**src/rtl/ocm_ram.sv**
```systemverilog
// Generic single-port-write, single-port-read RAM with a registered read.
// No dependencies.
`default_nettype none
module ocm_ram #(
   parameter int WIDTH = 64,
   parameter int DEPTH = 64
) (
   input  wire logic                             clock,
   input  wire logic                             we,
   input  wire logic [$clog2(DEPTH)-1:0]         waddr,
   input  wire logic [WIDTH-1:0]                 wdata,
   input  wire logic [$clog2(DEPTH)-1:0]         raddr,
   output logic      [WIDTH-1:0]                 rdata
);
   logic [WIDTH-1:0] mem [DEPTH];

   always_ff @(posedge clock) begin
      if (we) begin
         mem[waddr] <= wdata;
      end
      rdata <= mem[raddr];
   end
endmodule
`default_nettype wire

```
**config.mk**
```make
export PLATFORM = sky130hd
export DESIGN_NAME = ocm_ram
export DESIGN_NICKNAME = d
export VERILOG_FILES = /design/src/rtl/ocm_ram.sv
export SDC_FILE = /design/constraint.sdc
export NUM_CORES = 2
export LEC_CHECK = 0
export ABC_AREA = 1
export BUFFER_PORTS_ARGS = -buffer_cell sky130_fd_sc_hd__buf_4
export CORE_MARGIN = 2
export CORE_UTILIZATION = 40
export DETAILED_ROUTE_END_ITERATION = 6
export PLACE_DENSITY = 0.63
export REMOVE_ABC_BUFFERS = 1
export SLEW_MARGIN = 10
export SYNTH_ARGS = -nofsm -noshare
export SYNTH_HDL_FRONTEND = slang
export SYNTH_SLANG_ARGS = --single-unit
```
**constraint.sdc**
```tcl
create_clock -name clock -period 19.1 [get_ports clock]
set_input_delay 3.82 -clock clock [delete_from_list [all_inputs] [get_ports clock]]
set_output_delay 3.82 -clock clock [all_outputs]
set_load 0.02 [all_outputs]
```
# [After elaboration in Yosys (flattened, before gate mapping)]
# Memory sizes are Yosys's and may differ from the RTL's. A register that Yosys moved wholly into a read port is not among the register bits.
# Index checks and enable logic that the tools add are counted.
[word_totals] inputBits=78 wordCells=3 out_inout_bits=64 mem_bits_rw=4096 ff_bits=0 mem_count=1
[memory_table] memory="mem" depth=64 word_bits=64 rd=1 rd_clocked_by_memory_dff=1 write_ports=1 line="15" source="logic [WIDTH-1:0] mem [DEPTH];"
[classes] n_mux=2
[ops] cell="2-to-1 mux 1 bit" count=2

# [Depth between registers and ports, before layout]
[logic_depth] depth_word=2 mapped_depth=13

# [Worst setup path after synthesis]
# Ideal clock, no wire load.
[synth_timing] kind="input to register" from="input port we" to="memory mem[48][0] (enable)" arrival_time_ns=10.456 path_stages=3 n_path_buf=1 setup_slack_ns=7.998 required_ns=18.454 cell_sequence="clkbuf_1 > nand4_1 > nor4_1"
[synth_between] elab_chain_len=2
[synth_rtl] element="start: declaration" line="9" source="input wire logic we,"
[synth_rtl] element="2-to-1 mux 1 bit" line="18" source="if (we) begin"
[synth_rtl] element="2-to-1 mux 1 bit (implied by the code)" line="19" source="mem[waddr] <= wdata;"
[synth_rtl] element="end: declaration" line="15"
# No other way between the ends.

==> flow_metrics.tcl <==
set metrics [dict create \
    status "complete, but fails checks" \
    violations "design-rule violations" \
    grt-ovfl-total 0 \
    power.leakage_uw 0.0642 \
    cp-end-kind "flip-flop" \
    maxCapViolCount 0 \
    p_sw_uw 4370 \
    synthesis.area_sq_um 165000 \
    dpl.cell_count 18400 \
    post-dp-hpwl_um 244000 \
    postSynthAreaPerCell_sq_um 12.3 \
    ctsResizeCount 0 \
    total_power_uw 19500 \
    grtUsageMet3_pct 3.98 \
    rsz0062_at_grt "false" \
    antenna_found_initial 28 \
    switching_share_pct 22.4 \
    clockBufferDepth 4 \
    clock_skew_ps 52.1 \
    grt_pass1_wl_um 723000 \
    tritoncts "done" \
    mostFrequentLayoutCell "nand2_1" \
    drtAntennaViolNets 0 \
    path_class "input port to flip-flop" \
    yosysWarnings 0 \
    cp.arrival_ps 9980 \
    ys_seq_area_share_pct 75.2 \
    vias_per_cell 5.68 \
    use_met1_pct 31.8 \
    synth_cell_types 16 \
    pwr_density_cell_nw_per_um2 105 \
    max_slew_margin_pct 12.8 \
    r2r_cells 8 \
    cp_cell_sequence "buf_16, buf_4, buf_4, buf_4, buf_4, buf_4, buf_4, nand2_1, nand3_1, nand3_1, nand3_1, nand3_1, nand2_1, nand2_1, nand2_1" \
    finalInstanceArea_sq_um 185000 \
    power.internal_uw 15100 \
    initial_core_util_pct 40.1 \
    clkTransAtPathRegs_ps 60 \
    vias 109000 \
    clock_sinks 4160 \
    grt_max_degree 251 \
    yosysTopAreaCellShare_pct 74.4 \
    crit_top_cell "buf_4" \
    final_util_pct 44.8 \
    final_cell_mix "4,416 x nand2_1, 4,096 x edfxtp_1, 3,847 x nand3_1" \
    placed_area_sq_um 171000 \
    num_rows 236 \
    setup_viol 0 \
    port_buffers 141 \
    pwr-share-clk_pct 42.4 \
    cts_hold_buf 0 \
    gp_congestion 0.793 \
    power_frac_comb_pct 5.6 \
    critical_path_peak_fanout 91 \
    ys_top_cells_by_area "edfxtp_1 74%, nand3_1 12%, nand2_1 10%" \
    die_w_um 647 \
    worstMarginPinSlew_ps 1300 \
    critPathMaxStageDelay_ps 860 \
    floorplan.die.height_um 647 \
    drive_gt1_share_pct 7.77 \
    hold_violations 0 \
    dr.pass1.iters 7 \
    drv_slew 0 \
    peakVddDrop_uv 78.2 \
    finalCriticalPeriod_ps 9090 \
    ys_seq_elements 4160 \
    postCtsSetupBuffers 0 \
    clock.fmax_mhz 110 \
    fillers 36800 \
    critPathLaunchType "input port" \
    htree_levels 5 \
    grtUsageMet2_pct 37.7 \
    pwr-share-seq_pct 52.1 \
    area_growth_pct 11.8 \
    drt_iter0_drc 14700 \
    grt_pass1_vias 102000 \
    wire_per_inst_um 26.4 \
    grt_usage_pct 23.5 \
    grt-busiest-layer "met2" \
    die_area_sq_um 418000 \
    syn_inst 13400 \
    required_ps 19990 \
    wirelength_um 505000 \
    coreArea_sq_um 412000 \
    fin_cells 19200 \
    yosysTopAreaCell "edfxtp_1" \
    setup_tns_ps 0 \
    crit_slowest_cell "buf_4" \
    post-route-period-util_pct 47.6 \
    holdPathStages 8 \
    drc 2 \
    final_nets 13400 \
    root_buffer "clkbuf_16" \
    cts_buffers 419 \
    multi_input_area_sq_um 36600 \
    insertion_delay_ps 990 \
    register_area_sq_um 124000 \
    ios 142 \
    hp-class "flip-flop to flip-flop" \
]
registers in the layout, summed over array words and instances, names as in the netlist:
signal	flops
mem	4096
rdata	64
Yosys cell counts:
master,instances
nand2_1,4416
edfxtp_1,4096
nand3_1,3847
buf_2,501
clkbuf_1,147
buf_4,134
buf_1,72
dfxtp_1,64
nor2_1,56
buf_6,40
nand4_1,9
inv_1,8
nor4_1,8
buf_8,3
inv_2,2
inv_4,2
worst paths after layout:
check                            start                 to  slack (ps)
setup reg to reg  mem[48][7]$_DFFE_PP_   rdata[7]$_DFF_P_       17430
hold / removal    mem[8][24]$_DFFE_PP_  rdata[24]$_DFF_P_         760
hold reg to reg   mem[8][24]$_DFFE_PP_  rdata[24]$_DFF_P_         760
setup / recovery              raddr[0]  rdata[62]$_DFF_P_       10010
area by class of cell:
type | instances | share of cell area [%]
timing repair buffer | 385 | 1.68
multi-input combinational | 8336 | 19.8
clock inverter | 217 | 1.26
inverter | 12 | 0.0569
tap | 5474 | 3.71
antenna | 19 | 0.0257
clock buffer | 554 | 6.18
sequential | 4160 | 67.3
per-stage QoR:
stage / hold slack [ps] / setup slack, ps
2_1_floorplan: 720 / 5120
3_3_place_gp: 760 / 9260
3_5_place_dp: 764 / 9230
4_1_cts: 768 / 10240
5_1_grt: 844 / 9710
6_report: 762 / 10010
cells by family (layout without fill, tap and decap cells):
kind of cell           after synthesis  in the layout  synth area share (%)
AND/OR/NAND/NOR                   8336           8336                  21.9
buffers and inverters              909           1168                  2.95
flip-flops                        4160           4160                  75.2
other                                0             19                     0
worst max-delay path, delay by kind of cell:
family / cells / cell delay, ps
buffers and inverters: 7 / 4930
and+or+nand+nor: 8 / 850
routing by layer:
layer	up-vias	wire, um
li1	47700	-
met1	54300	199000
met2	5862	234000
met3	974	50400
met4	12	22000
met5	-	71
power groups by stage:
stage | sequential [uW] | combinational, uW | clock [uW]
after floorplan | 10300 | 598 | 0
after global placement | 10300 | 1060 | 0
after detailed placement | 10300 | 1070 | 0
after CTS | 10100 | 1070 | 8310
after global routing | 10100 | 1170 | 8660
final | 10100 | 1080 | 8250
(Power assumes the default switching activity.)
