## config.mk

```make
export PLATFORM = sky130hd
export DESIGN_NAME = ocm_div
export DESIGN_NICKNAME = d
export VERILOG_FILES = /design/src/rtl/ocm_pkg.sv /design/src/rtl/ocm_div.sv
export SDC_FILE = /design/constraint.sdc
export NUM_CORES = 1
export LEC_CHECK = 0
export BUFFER_PORTS_ARGS = -buffer_cell sky130_fd_sc_hd__clkbuf_2
export CORE_ASPECT_RATIO = 0.75
export CORE_MARGIN = 2
export CORE_UTILIZATION = 54
export CTS_CLUSTER_DIAMETER = 60
export DETAILED_ROUTE_END_ITERATION = 10
export PLACE_DENSITY = 0.85
export SYNTH_ARGS = -nofsm -noshare
export SYNTH_HDL_FRONTEND = slang
export SYNTH_SLANG_ARGS = --single-unit
```

## constraint.sdc

```tcl
create_clock -name clock -period 3.3 [get_ports clock]
set_clock_uncertainty 0.05 [all_clocks]
set_input_delay 0.33 -clock clock [delete_from_list [all_inputs] [get_ports clock]]
set_output_delay 0.33 -clock clock [all_outputs]
set_load 0.1 [all_outputs]
```

## src/rtl/ocm_pkg.sv

```systemverilog
// Package for the coarse occupancy change map: sizes, codes, types and helpers.
// Used by the interfaces, the divider and the top level. No dependencies.
`default_nettype none
package ocm_pkg;

   localparam int MAP_ROWS = 64;
   localparam int MAP_COLS = 64;
   localparam int ROW_AW   = (MAP_ROWS > 1) ? $clog2(MAP_ROWS) : 1;
   localparam int COL_AW   = (MAP_COLS > 1) ? $clog2(MAP_COLS) : 1;

   localparam int NUM_W    = 35;
   localparam int DEN_W    = 17;
   localparam int QUOT_W   = NUM_W + 1;
   localparam int KEY_W    = QUOT_W + 1;
   localparam int PROD_W   = 33;
   localparam int CNT_W    = $clog2(NUM_W + 1);
   localparam int CSR_IDX_W  = 3;
   localparam int CSR_DATA_W = 32;
   localparam int MASK_W   = 64;
   localparam int COUNT_W  = 7;

   localparam logic signed [7:0] OCCUPIED_COST = 8'sd100;

   localparam logic [31:0] ORIGIN_RESET  = 32'd0;
   localparam logic [15:0] RES_RESET     = 16'd205;
   localparam logic [15:0] KEY_RESET     = 16'd1229;
   localparam logic [15:0] BASE_RESET    = 16'd0;

   typedef enum logic [CSR_IDX_W-1:0] {
      REG_ORIGIN_X   = 3'd0,
      REG_ORIGIN_Y   = 3'd1,
      REG_CELL_RES   = 3'd2,
      REG_KEY_SIZE   = 3'd3,
      REG_KEY_BASE_X = 3'd4,
      REG_KEY_BASE_Y = 3'd5
   } reg_index_type;

   typedef enum logic [1:0] {
      OP_BASELINE = 2'd0,
      OP_FINISH   = 2'd1,
      OP_UPDATE   = 2'd2,
      OP_READ_ROW = 2'd3
   } opcode_type;

   typedef enum logic [2:0] {
      ST_IDLE,
      ST_MUL,
      ST_DIV,
      ST_READ,
      ST_RESP
   } state_type;

   typedef struct packed {
      logic                     done;
      logic signed [QUOT_W-1:0] quot;
   } div_res_type;

   function automatic logic [COUNT_W-1:0] popcount(input logic [MAP_COLS-1:0] v);
      logic [COUNT_W-1:0] c;
      c = '0;
      for (int i = 0; i < MAP_COLS; i++) begin
         c = c + COUNT_W'(v[i]);
      end
      return c;
   endfunction

endpackage
`default_nettype wire

```

## src/rtl/ocm_div.sv

```systemverilog
// Restoring floor divider, one quotient bit per cycle, signed numerator.
// Depends on ocm_pkg.
`default_nettype none
module ocm_div (
   input  wire logic                          clock,
   input  wire logic                          reset,
   input  wire logic                          start,
   input  wire logic signed [ocm_pkg::NUM_W-1:0] num,
   input  wire logic [ocm_pkg::DEN_W-1:0]     den,
   output ocm_pkg::div_res_type               res
);
   import ocm_pkg::*;

   logic                 busy_ff, busy_in;
   logic                 fin_ff, fin_in;
   logic                 done_ff, done_in;
   logic [CNT_W-1:0]     cnt_ff, cnt_in;
   logic                 neg_ff, neg_in;
   logic [NUM_W-1:0]     mag_ff, mag_in;
   logic [DEN_W-1:0]     rem_ff, rem_in;
   logic [DEN_W-1:0]     den_ff, den_in;
   logic signed [QUOT_W-1:0] quot_ff, quot_in;
   logic [DEN_W:0]       trial;
   logic                 ge;

   always_comb begin
      trial   = {rem_ff, mag_ff[NUM_W-1]};
      ge      = (trial >= {1'b0, den_ff});
      busy_in = busy_ff;
      fin_in  = 1'b0;
      done_in = fin_ff;
      cnt_in  = cnt_ff;
      neg_in  = neg_ff;
      mag_in  = mag_ff;
      rem_in  = rem_ff;
      den_in  = den_ff;
      quot_in = quot_ff;
      if (start) begin
         busy_in = 1'b1;
         cnt_in  = CNT_W'(NUM_W);
         neg_in  = num[NUM_W-1];
         mag_in  = num[NUM_W-1] ? NUM_W'(-num) : NUM_W'(num);
         rem_in  = '0;
         den_in  = den;
      end else if (busy_ff) begin
         rem_in = ge ? DEN_W'(trial - {1'b0, den_ff}) : DEN_W'(trial);
         mag_in = {mag_ff[NUM_W-2:0], ge};
         cnt_in = cnt_ff - CNT_W'(1);
         if (cnt_ff == CNT_W'(1)) begin
            busy_in = 1'b0;
            fin_in  = 1'b1;
         end
      end
      if (fin_ff) begin
         quot_in = neg_ff ? -$signed({1'b0, mag_ff}) - QUOT_W'(rem_ff != '0)
                          : $signed({1'b0, mag_ff});
      end
   end

   always_ff @(posedge clock) begin
      if (reset) begin
         busy_ff <= 1'b0;
         fin_ff  <= 1'b0;
         done_ff <= 1'b0;
      end else begin
         busy_ff <= busy_in;
         fin_ff  <= fin_in;
         done_ff <= done_in;
      end
      cnt_ff  <= cnt_in;
      neg_ff  <= neg_in;
      mag_ff  <= mag_in;
      rem_ff  <= rem_in;
      den_ff  <= den_in;
      quot_ff <= quot_in;
   end

   assign res.done = done_ff;
   assign res.quot = quot_ff;
endmodule
`default_nettype wire

```

# Word level (Yosys, flattened, before mapping)
# Index checks and enable logic that the tools add are counted.
# word_totals
reg_bits	115
input_bits	55
out_inout_bits	37
elab_cells	30
# op_classes
add_sub_neg	5
n_lt_le_gt_ge	1
eq_ne	1
mux	9
bitwise_logic	1
reduce_logical	3
# ops
op	n
$mux W35	4
$neg A35 Y36	1
$sub A36 B1 Y36	1
$neg A35 Y35	1
$ge A18 B17 Y1	1
$mux W17	1
$reduce_bool A17 Y1	1
$sub A17 B17 Y17	1
$eq A6 B1 Y1 const B	1
$sub A6 B1 Y6 const B	1
$mux W1	4
$reduce_or A3 Y1	1
$reduce_bool A2 Y1	1
$not A1 Y1	1

# Logic depth before layout (Yosys ltp)
# depth
ltp_word	4
mapped_depth	15
mapped_depth_nobuf	15

# Worst setup path after synthesis
# Ideal clock, no wire load.
# synth_timing
kind	register -> register
startpoint	reg rem_ff[8]
endpoint	reg quot_ff[35], data pin
setup_time_ns	0.162
arrival_time_ns	2.925
t_required_ns	3.088
path_slack_ns	0.163
stages_incl_launch_ff	16
path_buffers	0
period_less_slack_ns	3.137
cell_sequence	dfxtp_1 > nor4_1 > nand4_1 > nor4_1 > ha_1 > ha_1 > inv_1 > ha_1 > o21bai_1 > a21oi_1 > o21ai_0 > nand3_1 > a211oi_1 > o21ai_0 > or3_1 > o2111ai_1
# synth_via
elab_chain_cells	2
# synth_lines
item	line	source
start, declared	ocm_div.sv:20	logic [DEN_W-1:0] rem_ff, rem_in;
start signal, assigned	ocm_div.sv:73	rem_ff <= rem_in;
$reduce_bool A17 Y1	ocm_div.sv:55	quot_in = neg_ff ? -$signed({1'b0, mag_ff}) - QUOT_W'(rem_ff != '0)
$sub A36 B1 Y36	ocm_div.sv:55	
end signal, assigned	ocm_div.sv:75	quot_ff <= quot_in;
end, declared	ocm_div.sv:22	logic signed [QUOT_W-1:0] quot_ff, quot_in;
# Every way passes these cells.
# A chain may end at the register's enable or synchronous reset.

# Worst setup path in the final report
# layout_timing
startpoint	reg rem_ff[16]
endpoint	reg quot_ff[26], data pin
# layout_via
elab_chain_cells	3
# layout_lines
item	line
$reduce_bool A17 Y1	ocm_div.sv:55
$sub A36 B1 Y36	ocm_div.sv:55
$mux W35	ocm_div.sv:55
# Every way passes these cells.

==> metrics.txt <==
status=finished, violations left; failing checks=negative setup slack; cell count after synthesis=880; Post-Route WL=19.4 mm; leakage power=4.31 nW; vias per cell=5.77; total track usage=24.4%; Area growth syn-to-layout=21.5%; Fillers=1,087; crit start category=flip-flop; RSZ-0062 raised after global routing=true; mean area per synthesized cell=9.15 um2; clock latency on the worst-skew pair=0.42 ns; DRC viols=0; io pins=92; number of global-route vias before repair=6,395; Min-Delay Path Class=primary input to flip-flop; asr flop ratio synth=0%; TritonCTS buffer count=17; synth unique cells=61; worst-margin pin slew=1.04 ns; initial antenna violation count=0; Routed WL per cell=16.1 um; CP Buf/Inv Count=3; clock network power share=36.1%; Max FO, Critical Path=3; clk sinks=115; #FFs+latches synth=115; area of the multi-input gates=0.00462 mm2; die footprint=0.0159 mm2; die height=110 um; worst path cell trace=nor4_4 > nand4_1 > nor4_2 > ha_2 > ha_4 > buf_6 > a211oi_4 > nand4b_1 > a311o_1 > a41o_1 > buf_4 > a21oi_4 > buf_6 > xor2_1 > nand2_1 > o21ai_0; ant diodes=0; cell mode on critical path=buf_6; critical path class=flip-flop to flip-flop; switching pwr=0.00168 W; PD cells=547 mW/mm2; hpwl dp=13.6 mm; Most used DFF post-synth=edfxtp_1; Worst path max stage delay=0.38 ns; global-route wire length before repair=31.0 mm; CP arrival=3.47 ns; synthesized area=0.00805 mm2; Worst slew margin=30.4%; Worst Slack Setup Final=-0.0593 ns; DRT antenna net count=0; Max Fclk=0.298 GHz; slowest CP cell=a311o_1; Final Hold Viols=0; clk slew on worst S/H paths=0.06 ns; Final min period=3.36 ns; Iteration-0 DRC Markers=772; final cycle utilization of the critical path=102%; Sequential Power Share=33.2%; sequential area share after synthesis=39.7%; via count=6,961; Placeable Area=0.0145 mm2; drt pass-1 iters=7; htree depth=4; Ys Warns=0; final core utilization=67.4%; Finished Cell Area=0.00978 mm2; layout cells sized above 1=21.3%; port buffer count=91; row count=38; final setup fails=3; TritonCTS clock tree=built; Final Max Tran Viols=0; most frequent cells in the layout=clkbuf_2, edfxtp_1, nor2_1; Die W=145 um; Starting Density=55.5%; GR Overflow Total=0; maximum VDD drop=431 uV; commonest non-fill, non-tap cell in the layout=clkbuf_2; Net Sw Frac=31.4%; Max-cap violations=0; DP Area=0.00891 mm2; Root Buffer=clkbuf_16; Worst path top cell family by delay=compound AO/OA/AOI/OAI gates; Post-synth EDFFs=89; Power, Total=0.00535 W; gp weighted congestion=0.924; Syn Nets=993; pin count of the biggest net entering global routing=61; Comb pwr share=30.7%; register area=0.00320 mm2; Max Root-Sink Buffers=2; CP Capture Type=flip-flop; Critical Path RT=3.41 ns; post-layout net count=1,107; internal power=0.00367 W
## Yosys cell counts (22+ instances only)
| library cell | number | share of area [%] |
|---|---|---|
| o21ai_0 | 45 | 2.8 |
| mux2i_1 | 22 | 2.7 |
| xor2_1 | 50 | 5.4 |
| nand2_1 | 70 | 3.3 |
| dfxtp_1 | 26 | 6.5 |
| a21oi_1 | 83 | 5.2 |
| clkbuf_1 | 30 | 1.4 |
| edfxtp_1 | 89 | 33 |
| xnor2_1 | 26 | 2.8 |
| ha_1 | 57 | 8.9 |
| a21o_1 | 27 | 2.5 |
| inv_1 | 74 | 3.5 |
| nor2_1 | 80 | 3.7 |
## logic make-up (layout without fill, tap and decap cells)
| family | count (synthesis) | count (layout) | share of synthesized area [%] |
|---|---|---|---|
| buffers and inverters | 112 | 239 | 5.33 |
| multiplexers | 25 | 25 | 3.16 |
| adder cells (fa/ha/maj) | 58 | 58 | 9.11 |
| AO/OA/AOI/OAI | 242 | 242 | 19.3 |
| flip-flops | 115 | 115 | 39.7 |
| AND/OR/NAND/NOR | 252 | 252 | 15.2 |
| XOR/XNOR | 76 | 76 | 8.27 |
## power groups by stage
stage	registers [W]	clock network [W]	logic (W)
floorplan	0.00178	0	0.00111
global placement	0.00179	0	0.00146
detailed placement	0.00179	0	0.00150
CTS	0.00177	0.00195	0.00153
global route	0.00178	0.00203	0.00181
finish	0.00177	0.00193	0.00164
## layout make-up
class,instances,share of cell area (%)
multi-input combinational,653,47.2
sequential,115,32.7
timing repair buffer,133,8.15
clock buffer,25,6.06
inverter,74,2.84
tap,200,2.56
clock inverter,7,0.499
## metrics by stage
step	cells	TNS, ns	hold WS [ns]	worst slack (ns)
floorplan	880	0	0.352	0.163
global placement	1172	-0.370	0.428	-0.144
detailed placement	1172	-1.67	0.445	-0.287
CTS	1204	-0.0674	0.0155	-0.0356
global route	1207	-1.48	0.0150	-0.262
finish	1207	-0.131	0.0274	-0.0593
## path summary, 6_finish.rpt
kind                            startpoint     endpoint  slack, ns  cells past startpoint
worst max-delay path            rem_ff[16]  quot_ff[26]      -0.06                     16
worst min-delay path                den[5]    den_ff[5]       0.03                      1
worst min register to register   cnt_ff[5]    cnt_ff[5]       0.46                      2
worst max register to register  rem_ff[16]  quot_ff[26]      -0.06                     16
## metal layers
layer | global-route usage (%) | vias to the layer above | part of all wire, %
met5 | 0 | - | 0
met4 | 8.06 | 0 | 1.8
met3 | 6.06 | 29 | 7.2
met2 | 38.8 | 274 | 45
met1 | 33.1 | 3253 | 46
li1 | - | 3405 | -
## state kept, by name, summed over array words and instances (netlist names)
register	count
mag_ff	35
busy_ff	1
quot_ff	36
done_ff	1
den_ff	17
done_in	1
rem_ff	17
cnt_ff	6
neg_ff	1
## timing repair
action,in CTS,in global routing
pin swaps,0,12
buffers inserted,0,3
endpoints found under the setup margin,15,18
hold buffers,0,0
gates resized for setup,8,35
No activity file was read; power rests on OpenSTA's default activity.
